**src/hw/rtl/gtsc_pkg.sv**
```systemverilog
// ----------------------------------------------------------------------------
// gtsc_pkg: shared types and constants for the grid trail score counter
// Grid geometry, walk job record and walk state encoding.
// ----------------------------------------------------------------------------
package gtsc_pkg;

  localparam int unsigned MaxRows   = 64;
  localparam int unsigned MaxCols   = 64;
  localparam int unsigned TopHeight = 9;
  localparam int unsigned CellCap   = MaxRows * MaxCols;
  localparam int unsigned PosW      = $clog2(CellCap);
  localparam int unsigned DimW      = 7;
  localparam int unsigned RowW      = $clog2(MaxRows);
  localparam int unsigned ColW      = $clog2(MaxCols);
  localparam int unsigned DepthW    = $clog2(TopHeight);
  localparam int unsigned SerialW   = 13;
  localparam int unsigned SumW      = 24;
  localparam int unsigned TrailW    = 32;

  // Configuration register indexes
  localparam logic [0:0] RegRows = 1'b0;
  localparam logic [0:0] RegCols = 1'b1;

  // Neighbor directions, tried in this order
  typedef enum logic [2:0] {
    DirUp    = 3'd0,
    DirLeft  = 3'd1,
    DirDown  = 3'd2,
    DirRight = 3'd3,
    DirDone  = 3'd4
  } dir_e;

  typedef enum logic [2:0] {
    WkIdle,
    WkClear,
    WkScan,
    WkStep,
    WkCheck,
    WkDone
  } walk_state_e;

  // Walk request from the loader to the walker
  typedef struct packed {
    logic [RowW:0] rows;
    logic [ColW:0] cols;
  } walk_job_t;

  // Clamp a register value to 1..max
  function automatic logic [DimW-1:0] clamp_dim(logic [DimW-1:0] v, logic [DimW-1:0] maxv);
    logic [DimW-1:0] r;
    r = v;
    if (v == '0) r = DimW'(1);
    else if (v > maxv) r = maxv;
    return r;
  endfunction

endpackage

```
**src/hw/rtl/gtsc_loader.sv**
```systemverilog
// ----------------------------------------------------------------------------
// gtsc_loader: front part of the grid trail score counter
// Accepts cells, hands store writes to the walker and queues one walk job.
// ----------------------------------------------------------------------------
module gtsc_loader (
  input  logic                                    clk_i,
  input  logic                                    rst_ni,
  input  logic                                    push_i,
  output logic                                    full_o,
  input  logic [3:0]                              cell_height_i,
  input  logic                                    last_cell_i,
  input  logic [gtsc_pkg::DimW-1:0]               rows_i,
  input  logic [gtsc_pkg::DimW-1:0]               cols_i,
  input  logic                                    walk_busy_i,
  output logic                                    wr_en_o,
  output logic [gtsc_pkg::PosW-1:0]               wr_addr_o,
  output logic [3:0]                              wr_data_o,
  output logic                                    job_valid_o,
  output gtsc_pkg::walk_job_t                     job_o,
  input  logic                                    job_ready_i
);

  logic [gtsc_pkg::PosW:0] pos_q, pos_d;
  logic                    job_valid_q, job_valid_d;
  gtsc_pkg::walk_job_t     job_q, job_d;
  logic                    acc;
  logic [gtsc_pkg::DimW-1:0] rc, cc;

  // Hold input while a walk job waits or the walk runs
  assign full_o = job_valid_q | walk_busy_i;
  assign acc    = push_i & ~full_o;

  assign rc = gtsc_pkg::clamp_dim(rows_i, gtsc_pkg::DimW'(gtsc_pkg::MaxRows));
  assign cc = gtsc_pkg::clamp_dim(cols_i, gtsc_pkg::DimW'(gtsc_pkg::MaxCols));

  // Write a cell while the store has room
  assign wr_en_o   = acc & (pos_q < (gtsc_pkg::PosW+1)'(gtsc_pkg::CellCap));
  assign wr_addr_o = pos_q[gtsc_pkg::PosW-1:0];
  assign wr_data_o = cell_height_i;

  // Advance the load position and raise a job on the last cell
  always_comb begin
    pos_d       = pos_q;
    job_valid_d = job_valid_q;
    job_d       = job_q;
    if (job_valid_q && job_ready_i) begin
      job_valid_d = 1'b0;
    end
    if (acc) begin
      if (last_cell_i) begin
        pos_d       = '0;
        job_valid_d = 1'b1;
        job_d.rows  = rc[gtsc_pkg::RowW:0];
        job_d.cols  = cc[gtsc_pkg::ColW:0];
      end else if (wr_en_o) begin
        pos_d = pos_q + 1'b1;
      end
    end
  end

  always_ff @(posedge clk_i or negedge rst_ni) begin
    if (!rst_ni) begin
      pos_q       <= '0;
      job_valid_q <= 1'b0;
    end else begin
      pos_q       <= pos_d;
      job_valid_q <= job_valid_d;
    end
  end

  always_ff @(posedge clk_i) begin
    job_q <= job_d;
  end

  assign job_valid_o = job_valid_q;
  assign job_o       = job_q;

endmodule

```
**config.mk**
```make
export PLATFORM = sky130hd
export DESIGN_NAME = gtsc_loader
export DESIGN_NICKNAME = d
export VERILOG_FILES = /design/src/hw/rtl/gtsc_pkg.sv /design/src/hw/rtl/gtsc_loader.sv
export SDC_FILE = /design/constraint.sdc
export NUM_CORES = 1
export LEC_CHECK = 0
export BUFFER_PORTS_ARGS = -buffer_cell sky130_fd_sc_hd__buf_4
export CAP_MARGIN = 20
export CORE_MARGIN = 2
export CORE_UTILIZATION = 45
export CTS_CLUSTER_DIAMETER = 200
export DETAILED_ROUTE_END_ITERATION = 10
export PLACE_DENSITY_LB_ADDON = 0.12
export REMOVE_ABC_BUFFERS = 1
export SLEW_MARGIN = 20
export SYNTH_ARGS = -nofsm -noshare
export SYNTH_HDL_FRONTEND = slang
export SYNTH_SLANG_ARGS = --single-unit
```
**constraint.sdc**
```tcl
create_clock -name clk_i -period 2.42 [get_ports clk_i]
set_input_delay 0.363 -clock clk_i [delete_from_list [all_inputs] [get_ports clk_i]]
set_output_delay 0.363 -clock clk_i [all_outputs]
set_load 0.01 [all_outputs]
```
==> impl_metrics.py <==
metrics = {
    "clock_tree": {
        "clk_path_buf_depth": 2,
        "path_clk_slew_ns": 0.15,
        "cts_resized": 0,
        "htree_levels": 1,
        "cts_tree": "yes",
        "cts_buffers": 3,
        "postCtsSetupBuffers": 0,
        "clock_latency_ns": 0.32,
        "clock_sink_count": 28,
        "cts_root_buffer": "clkbuf_4",
        "cts-hold-fix-buffers": 1,
    },
    "global_routing": {
        "grt_pass1_wl_um": 3840,
        "gr-total-overflow": 0,
        "grt_max_degree": 27,
        "antenna_found_initial": 0,
        "grt_pass1_vias": 869,
        "grt.total_usage_pct": 14.7,
    },
    "critical_path": {
        "path_buf_inv": 2,
        "cp-startpoint": "job_valid_o",
        "path_cells": "or4b_2 > inv_1 > buf_4",
        "cpPeakStageDelay_ns": 0.72,
        "startpoint_type": "flip-flop",
        "crit_type": "flip-flop to output port",
        "endpoint": "wr_en_o",
        "rr_worst_depth": 4,
        "crit_cells": 3,
        "r2r_end": "pos_q[8]",
        "critical-path-top-delay-family": "simple AND/OR/NAND/NOR gates",
        "critPathArrivalTime_ns": 1.82,
        "critPathSlowestCell": "or4b_2",
        "required_ns": 2.06,
        "critical_path.endpoint_type": "output port",
        "r2r_slack_ns": 0.52,
        "path_max_fanout": 6,
        "regToRegStartpoint": "job_valid_o",
    },
    "die": {
        "fp.dieW_um": 59.0,
        "fp.dieH_um": 59.0,
        "pin_count": 57,
        "fp-row-count": 19,
        "initial_core_util_pct": 48.5,
        "die_area_mm2": 0.00348,
        "coreArea_mm2": 0.00281,
    },
    "synth": {
        "synth_edf_count": 14,
        "synth.avg_cell_area_um2": 10.7,
        "yosys_warnings": 0,
        "synth-async-reset-ratio_pct": 50.0,
        "netlist.area_leader.share_pct": 30.9,
        "syn-instance-count": 127,
        "synthTopCellsByArea": "edfxtp_1 31%, dfrtp_1 26%, buf_4 8.8%",
        "synth_flop_cell": "edfxtp_1",
        "ys_seq_area_share_pct": 56.7,
        "synth_cell_types": 28,
        "synth_largest_area_cell": "edfxtp_1",
        "synth_seq_cells": 28,
        "syn_area_mm2": 0.00136,
    },
    "job": {
        "cap_violations": 0,
    },
    "sta": {
        "slew_violations": 0,
        "setup_viol": 0,
        "hold_violations": 0,
        "timing.final.crit_share_pct": 90.3,
        "rsz0062_at_grt": "no",
        "fin_skew_ns": 0.00272,
        "fmax_mhz": 457,
        "period_needed_ns": 2.19,
        "tns_ns": 0,
        "tightest_slew_ns": 0.381,
        "slew_headroom_pct": 74.6,
        "hold_slack_ns": 0.193,
    },
    "status": {
        "violations": "DRC",
        "status": "finished with violations",
    },
    "cells_and_area": {
        "antenna_cells": 0,
        "final_cell_mix": "50 x buf_4, 16 x nor2_1, 14 x edfxtp_1, 14 x dfrtp_1, 12 x nor2b_1",
        "layout.nets": 189,
        "fillCellCount": 253,
        "synthToLayoutAreaGrowth_pct": 25.4,
        "final_common_cell": "buf_4",
        "drive_gt1_share_pct": 35.6,
        "multi_input_area_um2": 435,
        "regArea_um2": 771,
    },
    "route": {
        "first_iter_violations": 26,
        "wirelength_um": 2450,
        "antenna_left": 0,
        "firstDrtPassIters": 7,
        "viasPerCell": 4.88,
        "num_vias": 946,
        "wl_per_cell_um": 12.6,
        "drc_errors": 5,
    },
    "worst_hold_path": {
        "holdPathStages": 2,
        "worstHoldPathType": "input port to flip-flop",
    },
    "power_and_ir_drop": {
        "leakage_nw": 0.776,
        "powerDensity_mw_per_mm2": 623,
        "p_total_w": 0.00106,
        "ir_drop_uv": 449,
    },
    "place": {
        "gp_congestion": 0.803,
        "dp_hpwl_um": 1840,
        "placement.io_buffers": 48,
    },
}
## Yosys cell counts, drive strengths merged (2+ instances only)
| cell type | instances |
|---|---|
| a21oi | 3 |
| nand4 | 3 |
| nor4 | 2 |
| nand2 | 8 |
| inv | 6 |
| o21ai | 3 |
| dfrtp | 14 |
| nor3 | 3 |
| clkbuf | 3 |
| edfxtp | 14 |
| xor2 | 3 |
| nor2b | 12 |
| xnor2 | 5 |
| nor2 | 16 |
| nand3 | 3 |
| or2 | 2 |
| buf | 16 |
## worst register-to-register path: stages, from the launching register on
cell	delay, ns
dfrtp_1	0.46
or3b_4	0.40
or4_1	0.53
or3_1	0.31
a21oi_1	0.14
## registers in the layout, indices dropped and copies added (netlist names)
signal and count:
job_valid_o 1, job_o 14, pos_q 13
## per-layer routing
layer	vias to the layer above	global-route usage, %	routed length, um
met3	2	3.93	184
met2	31	25.4	1270
met1	430	17.5	971
li1	483	-	-
met4	0	5.84	19
met5	-	0	0
## cell type report
type / count / share of cell area [%]
clock inverter: 1 / 1.76
multi-input combinational: 74 / 25.5
timing repair buffer: 51 / 22.6
inverter: 6 / 1.32
tap: 31 / 2.27
clock buffer: 3 / 1.32
sequential: 28 / 45.2
## power by group
part	switching, W	internal, W	total (W)
Sequential	0.0000366	0.000536	0.000572
Combinational	0.0000826	0.000105	0.000187
Clock	0.000135	0.000167	0.000303
Total	0.000255	0.000808	0.00106
## how the worst min path moves through the flow
| stage | startpoint | to | slack [ns] |
|---|---|---|---|
| after CTS | job_ready_i | job_valid_o | 0.18 |
| after detailed placement | rst_ni | pos_q[0] | 0.22 |
| after global placement | rst_ni | pos_q[2] | 0.22 |
| after global routing | job_ready_i | job_valid_o | 0.17 |
| after floorplan | rst_ni | job_valid_o | 0.07 |
| final | job_ready_i | job_valid_o | 0.19 |
## cells by family (layout without fill, tap and decap cells)
group / after synthesis / count (layout) / share of synthesized area, %
simple gates: 55 / 55 / 21.2
flops: 28 / 28 / 56.7
buf+inv: 25 / 61 / 11.3
compound gates: 9 / 9 / 4.05
xor+xnor: 8 / 8 / 5.15
fa+ha+maj: 1 / 1 / 0.920
mux: 1 / 1 / 0.736
## per-stage QoR
stage | setup slack [ns] | utilization, % | area (um^2) | cells
finish | 0.234 | 60.8 | 1710 | 194
global route | 0.152 | 60.8 | 1710 | 194
CTS | 0.219 | 60.8 | 1710 | 194
detailed placement | 0.485 | 58.6 | 1640 | 189
global placement | 0.497 | 58.6 | 1640 | 189
floorplan | 0.570 | - | 1230 | 108
No activity file was read; power rests on OpenSTA's default activity.
